===== src/rtl/core/u8d_pkg.sv =====
// ----------------------------------------------------------------------------
// u8d_pkg
// Shared types and constants for the UTF-8 stream decoder.
// ----------------------------------------------------------------------------
package u8d_pkg;

  localparam int CP_W  = 21;
  localparam int REP_W = 3;

  localparam logic [CP_W-1:0] REPL_CP = CP_W'(8'h3F);
  localparam logic [CP_W-1:0] EOS_CP  = '0;

  // One entry per accepted byte that gives results: a run of '?' results,
  // then an optional tail result.
  typedef struct packed {
    logic [REP_W-1:0] rep_count;
    logic             tail_valid;
    logic [CP_W-1:0]  tail_cp;
    logic             tail_eos;
  } cmd_t;

endpackage


===== src/rtl/core/u8d_front.sv =====
// ----------------------------------------------------------------------------
// u8d_front
// Sequence tracking and byte classification; builds one command per item.
// ----------------------------------------------------------------------------
module u8d_front import u8d_pkg::*; (
  input  logic       clk,
  input  logic       rst,
  input  logic       accept,
  input  logic [7:0] byte_in,
  output logic       push,
  output cmd_t       cmd
);

  logic [2:0]      expected_length, expected_length_next;
  logic [1:0]      bytes_held, bytes_held_next;
  logic [CP_W-1:0] partial_value, partial_value_next;

  logic            is_open, is_cont;
  logic [2:0]      held_inc;
  logic [CP_W-1:0] pv_shift;

  function automatic logic seq_ok(input logic [2:0] len, input logic [CP_W-1:0] cp);
    logic ok;
    if (len == 3'd2) begin
      ok = cp >= CP_W'(12'h080);
    end else if (len == 3'd3) begin
      ok = (cp >= CP_W'(12'h800)) && !((cp >= CP_W'(16'hD800)) && (cp <= CP_W'(16'hDFFF)));
    end else begin
      ok = (cp >= CP_W'(20'h10000)) && (cp <= CP_W'(21'h10FFFF));
    end
    return ok;
  endfunction

  assign is_open  = expected_length != 3'd0;
  assign is_cont  = byte_in[7:6] == 2'b10;
  assign held_inc = {1'b0, bytes_held} + 3'd1;
  assign pv_shift = {partial_value[CP_W-7:0], byte_in[5:0]};

  always_comb begin
    expected_length_next = expected_length;
    bytes_held_next      = bytes_held;
    partial_value_next   = partial_value;
    cmd                  = '0;
    if (is_open && is_cont) begin
      if (held_inc >= expected_length) begin
        if (seq_ok(expected_length, pv_shift)) begin
          cmd.tail_valid = 1'b1;
          cmd.tail_cp    = pv_shift;
        end else begin
          cmd.rep_count = held_inc;
        end
        expected_length_next = 3'd0;
        bytes_held_next      = 2'd0;
        partial_value_next   = '0;
      end else begin
        bytes_held_next    = held_inc[1:0];
        partial_value_next = pv_shift;
      end
    end else begin
      cmd.rep_count        = is_open ? {1'b0, bytes_held} : 3'd0;
      expected_length_next = 3'd0;
      bytes_held_next      = 2'd0;
      partial_value_next   = '0;
      if (byte_in == 8'h00) begin
        cmd.tail_valid = 1'b1;
        cmd.tail_cp    = EOS_CP;
        cmd.tail_eos   = 1'b1;
      end else if (byte_in[7] == 1'b0) begin
        cmd.tail_valid = 1'b1;
        cmd.tail_cp    = CP_W'(byte_in);
      end else if (byte_in[7:5] == 3'b110) begin
        expected_length_next = 3'd2;
        bytes_held_next      = 2'd1;
        partial_value_next   = CP_W'(byte_in[4:0]);
      end else if (byte_in[7:4] == 4'b1110) begin
        expected_length_next = 3'd3;
        bytes_held_next      = 2'd1;
        partial_value_next   = CP_W'(byte_in[3:0]);
      end else if (byte_in[7:3] == 5'b11110) begin
        expected_length_next = 3'd4;
        bytes_held_next      = 2'd1;
        partial_value_next   = CP_W'(byte_in[2:0]);
      end else begin
        // stray continuation or F8..FF lead
        cmd.rep_count = cmd.rep_count + 3'd1;
      end
    end
  end

  assign push = accept && ((cmd.rep_count != 3'd0) || cmd.tail_valid);

  always_ff @(posedge clk) begin
    if (rst) begin
      expected_length <= 3'd0;
      bytes_held      <= 2'd0;
      partial_value   <= '0;
    end else if (accept) begin
      expected_length <= expected_length_next;
      bytes_held      <= bytes_held_next;
      partial_value   <= partial_value_next;
    end
  end

endmodule


===== src/rtl/core/u8d_queue.sv =====
// ----------------------------------------------------------------------------
// u8d_queue
// Small command FIFO between the front and back ends.
// ----------------------------------------------------------------------------
module u8d_queue import u8d_pkg::*; #(
  parameter int DEPTH = 4
) (
  input  logic clk,
  input  logic rst,
  input  logic push,
  input  cmd_t push_cmd,
  input  logic pop,
  output logic full,
  output logic head_valid,
  output cmd_t head_cmd
);

  localparam int PTR_W = (DEPTH > 1) ? $clog2(DEPTH) : 1;
  localparam int CNT_W = $clog2(DEPTH + 1);

  cmd_t             entries [DEPTH];
  logic [PTR_W-1:0] wr_ptr, rd_ptr;
  logic [CNT_W-1:0] count;
  logic             do_push, do_pop;

  assign full       = count == CNT_W'(DEPTH);
  assign head_valid = count != '0;
  assign head_cmd   = entries[rd_ptr];
  assign do_push    = push && !full;
  assign do_pop     = pop && head_valid;

  always_ff @(posedge clk) begin
    if (do_push) begin
      entries[wr_ptr] <= push_cmd;
    end
  end

  always_ff @(posedge clk) begin
    if (rst) begin
      wr_ptr <= '0;
      rd_ptr <= '0;
      count  <= '0;
    end else begin
      if (do_push) begin
        wr_ptr <= (wr_ptr == PTR_W'(DEPTH - 1)) ? '0 : wr_ptr + PTR_W'(1);
      end
      if (do_pop) begin
        rd_ptr <= (rd_ptr == PTR_W'(DEPTH - 1)) ? '0 : rd_ptr + PTR_W'(1);
      end
      if (do_push && !do_pop) begin
        count <= count + CNT_W'(1);
      end else if (do_pop && !do_push) begin
        count <= count - CNT_W'(1);
      end
    end
  end

endmodule


===== src/rtl/core/u8d_back.sv =====
// ----------------------------------------------------------------------------
// u8d_back
// Expands queued commands into registered results, one per cycle if not stalled.
// ----------------------------------------------------------------------------
module u8d_back import u8d_pkg::*; (
  input  logic            clk,
  input  logic            rst,
  input  logic            head_valid,
  input  cmd_t            head_cmd,
  output logic            pop,
  output logic            out_valid,
  input  logic            out_ready,
  output logic [CP_W-1:0] code_point,
  output logic            is_replacement,
  output logic            end_of_string,
  output logic            last_of_run
);

  logic [REP_W-1:0] idx;
  logic             advance, in_rep, is_last;

  assign advance = head_valid && (!out_valid || out_ready);
  assign in_rep  = idx < head_cmd.rep_count;
  assign is_last = in_rep ? ((idx == head_cmd.rep_count - REP_W'(1)) && !head_cmd.tail_valid)
                          : 1'b1;
  assign pop     = advance && is_last;

  always_ff @(posedge clk) begin
    if (rst) begin
      out_valid <= 1'b0;
      idx       <= '0;
    end else begin
      if (advance) begin
        out_valid <= 1'b1;
        idx       <= is_last ? '0 : idx + REP_W'(1);
      end else if (out_ready) begin
        out_valid <= 1'b0;
      end
    end
  end

  always_ff @(posedge clk) begin
    if (advance) begin
      code_point     <= in_rep ? REPL_CP : head_cmd.tail_cp;
      is_replacement <= in_rep;
      end_of_string  <= !in_rep && head_cmd.tail_eos;
      last_of_run    <= is_last;
    end
  end

endmodule


===== src/rtl/core/utf8_stream_decoder.sv =====
// ----------------------------------------------------------------------------
// utf8_stream_decoder
// UTF-8 byte stream to code point decoder with '?' replacement.
// ----------------------------------------------------------------------------
// Takes one byte per cycle while the command queue has room. Each result
// leaves through the output register at one per cycle while out_ready
// allows, so a byte that gives k results (up to four: flushed bytes plus its
// own result) holds the back end until all k have left; the QUEUE_DEPTH-entry
// command queue absorbs such bursts, and the input stalls only when it fills.
// Bytes that give no result (leads, inner continuations) never reach the
// queue. Results pass through the command queue, then the output register.
module utf8_stream_decoder import u8d_pkg::*; #(
  parameter int QUEUE_DEPTH = 4
) (
  input  logic            clk,
  input  logic            rst,
  input  logic            in_valid,
  output logic            in_ready,
  input  logic [7:0]      byte_in,
  output logic            out_valid,
  input  logic            out_ready,
  output logic [CP_W-1:0] code_point,
  output logic            is_replacement,
  output logic            end_of_string,
  output logic            last_of_run
);

  logic accept, push, pop, full, head_valid;
  cmd_t cmd, head_cmd;

  assign in_ready = !full;
  assign accept   = in_valid && in_ready;

  u8d_front u_front (
    .clk     (clk),
    .rst     (rst),
    .accept  (accept),
    .byte_in (byte_in),
    .push    (push),
    .cmd     (cmd)
  );

  u8d_queue #(.DEPTH(QUEUE_DEPTH)) u_queue (
    .clk        (clk),
    .rst        (rst),
    .push       (push),
    .push_cmd   (cmd),
    .pop        (pop),
    .full       (full),
    .head_valid (head_valid),
    .head_cmd   (head_cmd)
  );

  u8d_back u_back (
    .clk            (clk),
    .rst            (rst),
    .head_valid     (head_valid),
    .head_cmd       (head_cmd),
    .pop            (pop),
    .out_valid      (out_valid),
    .out_ready      (out_ready),
    .code_point     (code_point),
    .is_replacement (is_replacement),
    .end_of_string  (end_of_string),
    .last_of_run    (last_of_run)
  );

endmodule

===== config.mk =====
export PLATFORM = sky130hd
export DESIGN_NAME = utf8_stream_decoder
export DESIGN_NICKNAME = d
export VERILOG_FILES = /design/src/rtl/core/u8d_pkg.sv /design/src/rtl/core/u8d_front.sv /design/src/rtl/core/u8d_queue.sv /design/src/rtl/core/u8d_back.sv /design/src/rtl/core/utf8_stream_decoder.sv
export SDC_FILE = /design/constraint.sdc
export NUM_CORES = 1
export LEC_CHECK = 0
export ABC_AREA = 0
export CAP_MARGIN = 20
export CELL_PAD_IN_SITES_DETAIL_PLACEMENT = 1
export CELL_PAD_IN_SITES_GLOBAL_PLACEMENT = 2
export CORE_MARGIN = 1
export CORE_UTILIZATION = 42
export CTS_CLUSTER_DIAMETER = 60
export DETAILED_ROUTE_END_ITERATION = 6
export DONT_BUFFER_PORTS = 1
export PLACE_DENSITY_LB_ADDON = 0.1
export SYNTH_ARGS = -nofsm -noshare
export SYNTH_HDL_FRONTEND = slang
export SYNTH_SLANG_ARGS = --single-unit

===== constraint.sdc =====
create_clock -name clk -period 3.5 [get_ports clk]
set_input_delay 0.35 -clock clk [delete_from_list [all_inputs] [get_ports clk]]
set_output_delay 0.35 -clock clk [all_outputs]
set_load 0.01 [all_outputs]

==> results.cfg, run 1 <==
[run]
cap_violations = 0

[yosys]
muxShareOfSynthArea = 0.0991
synthAdderAreaFrac = 0.0329
syn_area_um2 = 6690
synth_commonest_cells = edfxtp_1, nand2_1, dfxtp_1, and2_1, mux4_2
syn_nets = 477
synth_xor_area_frac = 0.00916
synthArstFlopShare = 0
synth_most_common_cell = edfxtp_1
yosys_warnings = 0
synth_top_cell_area_share = 0.575
synth_cells = 448
ys_seq_elements = 161
synth_edf_count = 128
synth_area_leaders = edfxtp_1, dfxtp_1, mux4_2, ha_1, and2_1
synth_compound_area_frac = 0.0473
ys.flop_type = edfxtp_1
ys_seq_area_frac = 0.673
yosys.area.top_type = edfxtp_1
synth_top_family_by_area = simple AND/OR/NAND/NOR gates
syn_area_per_cell_um2 = 14.9
synth.distinct_cells = 51
synthSimpleGateAreaFrac = 0.118

[timing]
drv_slew = 0
timing.hold.ws_ps = 16.7
hold_viol_final = 0
setup_slack_ps = 221
post-route-period-util = 0.937
slew_headroom = 0.510
skew_ps = 15.5
tns_ps = 0
fin_crit_ps = 3280
setup_violations = 0
fmax_ghz = 0.305
worstMarginPinSlew_ps = 732
rsz0062_at_grt = false

[clocking]
clkSinkCount = 161
clkTransAtPathRegs_ps = 60
cts_made_buffers = 17
cts_root_buf = clkbuf_16
clkLatencyLatePin_ps = 420
h-tree-depth = 4
cts_buffer_depth = 2
cts_tree = built

[floorplanning]
die_w_um = 128
rows = 45
ios = 38
start_util = 0.435
design.die.area_um2 = 16400
die_y_um = 128
core_area_um2 = 15400

[placement]
hpwlAfterDp_um = 8830
dp_cells = 652
gp_congestion = 0.828
pre_cts_ws_ps = 195
dpl-instance-area_um2 = 6970
portBuffers = 0

[drt]
viasPerCell = 5.24
vias = 3588
wl_met1_um = 6480
routed-wl-met2_um = 6260
detail-route-antenna-nets = 0
wl_met3_um = 236
drt_iter0_markers = 206
wl_per_cell_um = 19.2
firstDrtPassIters = 4
drc_errors = 0
dr.max_layer_used = met4
drt-total-wl_um = 13200

[setup_path]
cp_max_fo = 5
required_ps = 3840
cpMaxStageDelayCell = mux4_2
worstPathCellList = mux4_2 -> inv_1 -> ha_1 -> nor2b_1 -> o21ai_0 -> o211ai_4 -> nand2_4 -> ha_1 -> inv_1 -> fa_1 -> xor2_1 -> or3_1 -> a21oi_1
start_kind = flip-flop
crit_arrival_ps = 3620
cp_slowest_stage_delay_ps = 510
path_class = flip-flop to flip-flop
cp-end-kind = flip-flop

[cells_and_area]
syn_to_final_growth_pct = 12.7
final_area_um2 = 7540
antennaDiodeCount = 0
instances_no_fill = 685
drive_above_1_share = 0.169
num-fill-cells = 1509
nets = 491

[global_route]
grt_usage = 0.175
grt_pass1_wl_um = 20800
grt_pass1_vias = 3741
grt_max_degree = 27
grt-ovfl-total = 0
antenna_found_initial = 0

[power]
pwr-share-seq = 0.481
pwr-share-comb = 0.199
peakVddDrop_v = 0.000358
internal_power_mw = 3.91
p_switching_mw = 1.50
clkPwrFrac = 0.320
leakage_nw = 2.53
power_density_nw_per_um2 = 718
switching_share = 0.277

[status]
outcome = complete, no violations

[worst_hold_path]
hp-class = primary input to flip-flop
registers in the layout, indices dropped and copies added (netlist names), named ones only:
signal,count
u_back.code_point,21
u_back.end_of_string,1
u_back.idx,3
u_back.is_replacement,1
u_back.last_of_run,1
u_back.out_valid,1
u_front.bytes_held,2
u_front.expected_length,3
u_front.partial_value,15
u_queue.count,3
u_queue.entries,104
u_queue.rd_ptr,2
u_queue.wr_ptr,2
cell families after synthesis:
logic type               Yosys count
AO/OA/AOI/OAI                     47
XOR/XNOR                           7
buffers and inverters             34
flip-flops                       161
multiplexers                      33
AND/OR/NAND/NOR                  149
adder cells (fa/ha/maj)           17
metrics by stage:
step	total power, mW	util
global placement	3.72	0.453
CTS	5.50	0.490
detailed placement	3.75	0.453
floorplan	3.46	-
finish	5.41	0.490
global route	5.70	0.490
cell type report:
type / count / area [um2] / area share
multi-input combinational: 253 / 2050 / 0.272
tap: 211 / 264 / 0.0350
sequential: 161 / 4510 / 0.598
timing repair buffer: 15 / 118 / 0.0156
clock buffer: 18 / 429 / 0.0569
inverter: 14 / 52.6 / 0.00697
clock inverter: 13 / 120 / 0.0159
metal layers:
metal | up-vias | track usage
met1 | 1828 | 0.239
met4 | 0 | 0.0727
li1 | 1697 | -
met3 | 12 | 0.0380
met2 | 51 | 0.272
met5 | - | 0
cells in the final DEF, fill, tap and decap left out, types with 5 or more instances in the layout:
cell and instances:
clkbuf_16 17, buf_4 13, ha_1 16, dfxtp_1 32
a21oi_1 21, edfxtp_1 128, nor2b_1 21, nand2b_1 5
mux4_2 25, and2_1 27, nand2_1 42, inv_1 14
o21ai_0 7, or2_2 6, nor2_1 21, nand3_1 5
power by group through the flow:
stage	Combinational [mW]	Sequential [mW]	Clock [mW]
finish	1.08	2.60	1.73
global route	1.22	2.64	1.85
detailed placement	1.10	2.65	0
floorplan	0.859	2.60	0
global placement	1.08	2.64	0
CTS	1.11	2.61	1.78
path summary, 6_finish.rpt:
path,slack [ps],to,start,depth (start not counted)
hold reg to reg,480,u_front.bytes_held[1]$_SDFFE_PP0P_,u_front.bytes_held[1]$_SDFFE_PP0P_,2
setup / recovery,220,u_queue.count[2]$_SDFFE_PP0P_,flip-flop,13
hold / removal,20,flip-flop,rst,1
setup reg to reg,220,u_queue.count[2]$_SDFFE_PP0P_,flip-flop,13
worst max-delay path, delay by kind of cell (launching register included):
kind	cells	cell delay, ps
fa+ha+maj	3	780
compound gates	3	630
simple gates	3	560
mux	1	510
flops	1	410
xor+xnor	1	170
buf+inv	2	150
repair_timing:
item / CTS / global route
hold buffers: 2 / 0
setup buffers: 0 / 0
resized for setup: 0 / 0
endpoints found under the hold margin: 18 / 0
Power figures use the tool's default switching activity.
==> run 2: changes to the inputs <==
RECOVER_POWER = 25   (was not set)
==> results.cfg, run 2 (synthesized netlist as in run 1, its figures left out) <==
[cells_and_area]
final_area_um2 = 7530
layout_commonest_cell = edfxtp_1
mostFrequentLayoutCells = edfxtp_1, nand2_1, dfxtp_1
syn_to_final_growth_pct = 12.5
largest_reg_flops = 104
regMostFlops = u_queue.entries
nets = 491
instances_no_fill = 685
utilization = 0.490
num-fill-cells = 1512
reg_top3 = u_queue.entries x104, u_back.code_point x21, u_front.partial_value x15
antennaDiodeCount = 0
drive_above_1_share = 0.165

[clocking]
ctsHoldBuffers = 2
cts_buffer_depth = 2
h-tree-depth = 4
clkTransAtPathRegs_ps = 60
clkLatencyLatePin_ps = 420
cts_root_buf = clkbuf_16
ctsResizeCount = 0
cts_tree = built
cts_made_buffers = 17
clkSinkCount = 161
post_cts_buffers = 0

[global_route]
grt_usage = 0.175
grt-ovfl-total = 0
grt_max_degree = 27
grt_pass1_vias = 3741
antenna_found_initial = 0
grt_pass1_wl_um = 20800

[placement]
gp_congestion = 0.828
pre_cts_ws_ps = 195
dp_cells = 652
dpl-instance-area_um2 = 6970
hpwlAfterDp_um = 8830
portBuffers = 0

[drt]
vias = 3586
wl_per_cell_um = 19.2
drt_iter0_markers = 208
viasPerCell = 5.24
detail-route-antenna-nets = 0
drc_errors = 0
firstDrtPassIters = 5
drt-total-wl_um = 13200

[timing]
timing.hold.ws_ps = 16.8
hold_viol_final = 0
drv_slew = 0
worstMarginPinSlew_ps = 1450
slew_headroom = 0.0318
skew_ps = 15.4
setup_slack_ps = 221
rsz0062_at_grt = false
setup_violations = 0
fmax_ghz = 0.305
fin_crit_ps = 3280
post-route-period-util = 0.937
tns_ps = 0

[floorplanning]
core_area_um2 = 15400
die_y_um = 128
die_w_um = 128
rows = 45
ios = 38
design.die.area_um2 = 16400
start_util = 0.435

[power]
leakage_nw = 2.52
switching_share = 0.277
power_density_nw_per_um2 = 719
power_mw = 5.41
internal_power_mw = 3.91
pwr-share-comb = 0.197
p_switching_mw = 1.50
peakVddDrop_v = 0.000373
pwr-share-seq = 0.482
clkPwrFrac = 0.320

[setup_path]
cp_max_fo = 5
crit_arrival_ps = 3620
path_class = flip-flop to flip-flop
cp-end-kind = flip-flop
start_kind = flip-flop
reg2reg_to = u_queue.count[2]$_SDFFE_PP0P_
cp-endpoint = u_queue.count[2]$_SDFFE_PP0P_
r2r_cells = 13
rrSetupSlack_ps = 220
required_ps = 3840

[worst_hold_path]
hp-class = primary input to flip-flop

[status]
outcome = complete, no violations

[run]
cap_violations = 0
==> run 2: worst max-delay path: stages, from the launching register on <==
cell and delay [ps]:
dfxtp_2 410, mux4_2 510, inv_1 90, ha_1 230, nor2b_1 130, o21ai_0 310
o211ai_4 170, nand2_4 120, ha_1 180, inv_1 60, fa_1 370, xor2_1 170
or3_1 310, a21oi_1 150
==> run 2: layout make-up <==
type,count,area [um2],area share
Sequential cell,161,4510,0.598
Multi-Input combinational cell,253,2050,0.272
Clock buffer,18,429,0.0570
Tap cell,211,264,0.0351
Clock inverter,13,120,0.0160
Timing Repair Buffer,15,110,0.0146
Inverter,14,52.6,0.00698
==> run 2: worst min path at each step <==
stage                                      startpoint                                       to  cells past startpoint  slack, ps
4_1_cts                                           rst                                flip-flop                      1          1
2_1_floorplan  u_front.partial_value[13]$_SDFFE_PP0P_   u_front.partial_value[13]$_SDFFE_PP0P_                      2        440
6_report                                          rst                                flip-flop                      1         20
3_3_place_gp                                      rst  u_front.expected_length[1]$_SDFFE_PP0P_                      1        420
3_5_place_dp                                      rst       u_front.bytes_held[1]$_SDFFE_PP0P_                      1        420
5_1_grt                                           rst                                flip-flop                      1          3
==> run 2: power by group through the flow <==
| stage | Clock (mW) | Combinational (mW) | Sequential [mW] |
|---|---|---|---|
| 2_1_floorplan | 0 | 0.859 | 2.60 |
| 3_3_place_gp | 0 | 1.08 | 2.64 |
| 3_5_place_dp | 0 | 1.10 | 2.65 |
| 4_1_cts | 1.78 | 1.11 | 2.61 |
| 5_1_grt | 1.85 | 1.21 | 2.65 |
| 6_report | 1.73 | 1.07 | 2.61 |
==> run 2: layer usage <==
layer,GRT usage,routed length (um),up-vias
met5,0,0,-
met4,0.0727,209,0
met3,0.0380,237,12
met2,0.272,6250,51
met1,0.239,6480,1826
li1,-,-,1697
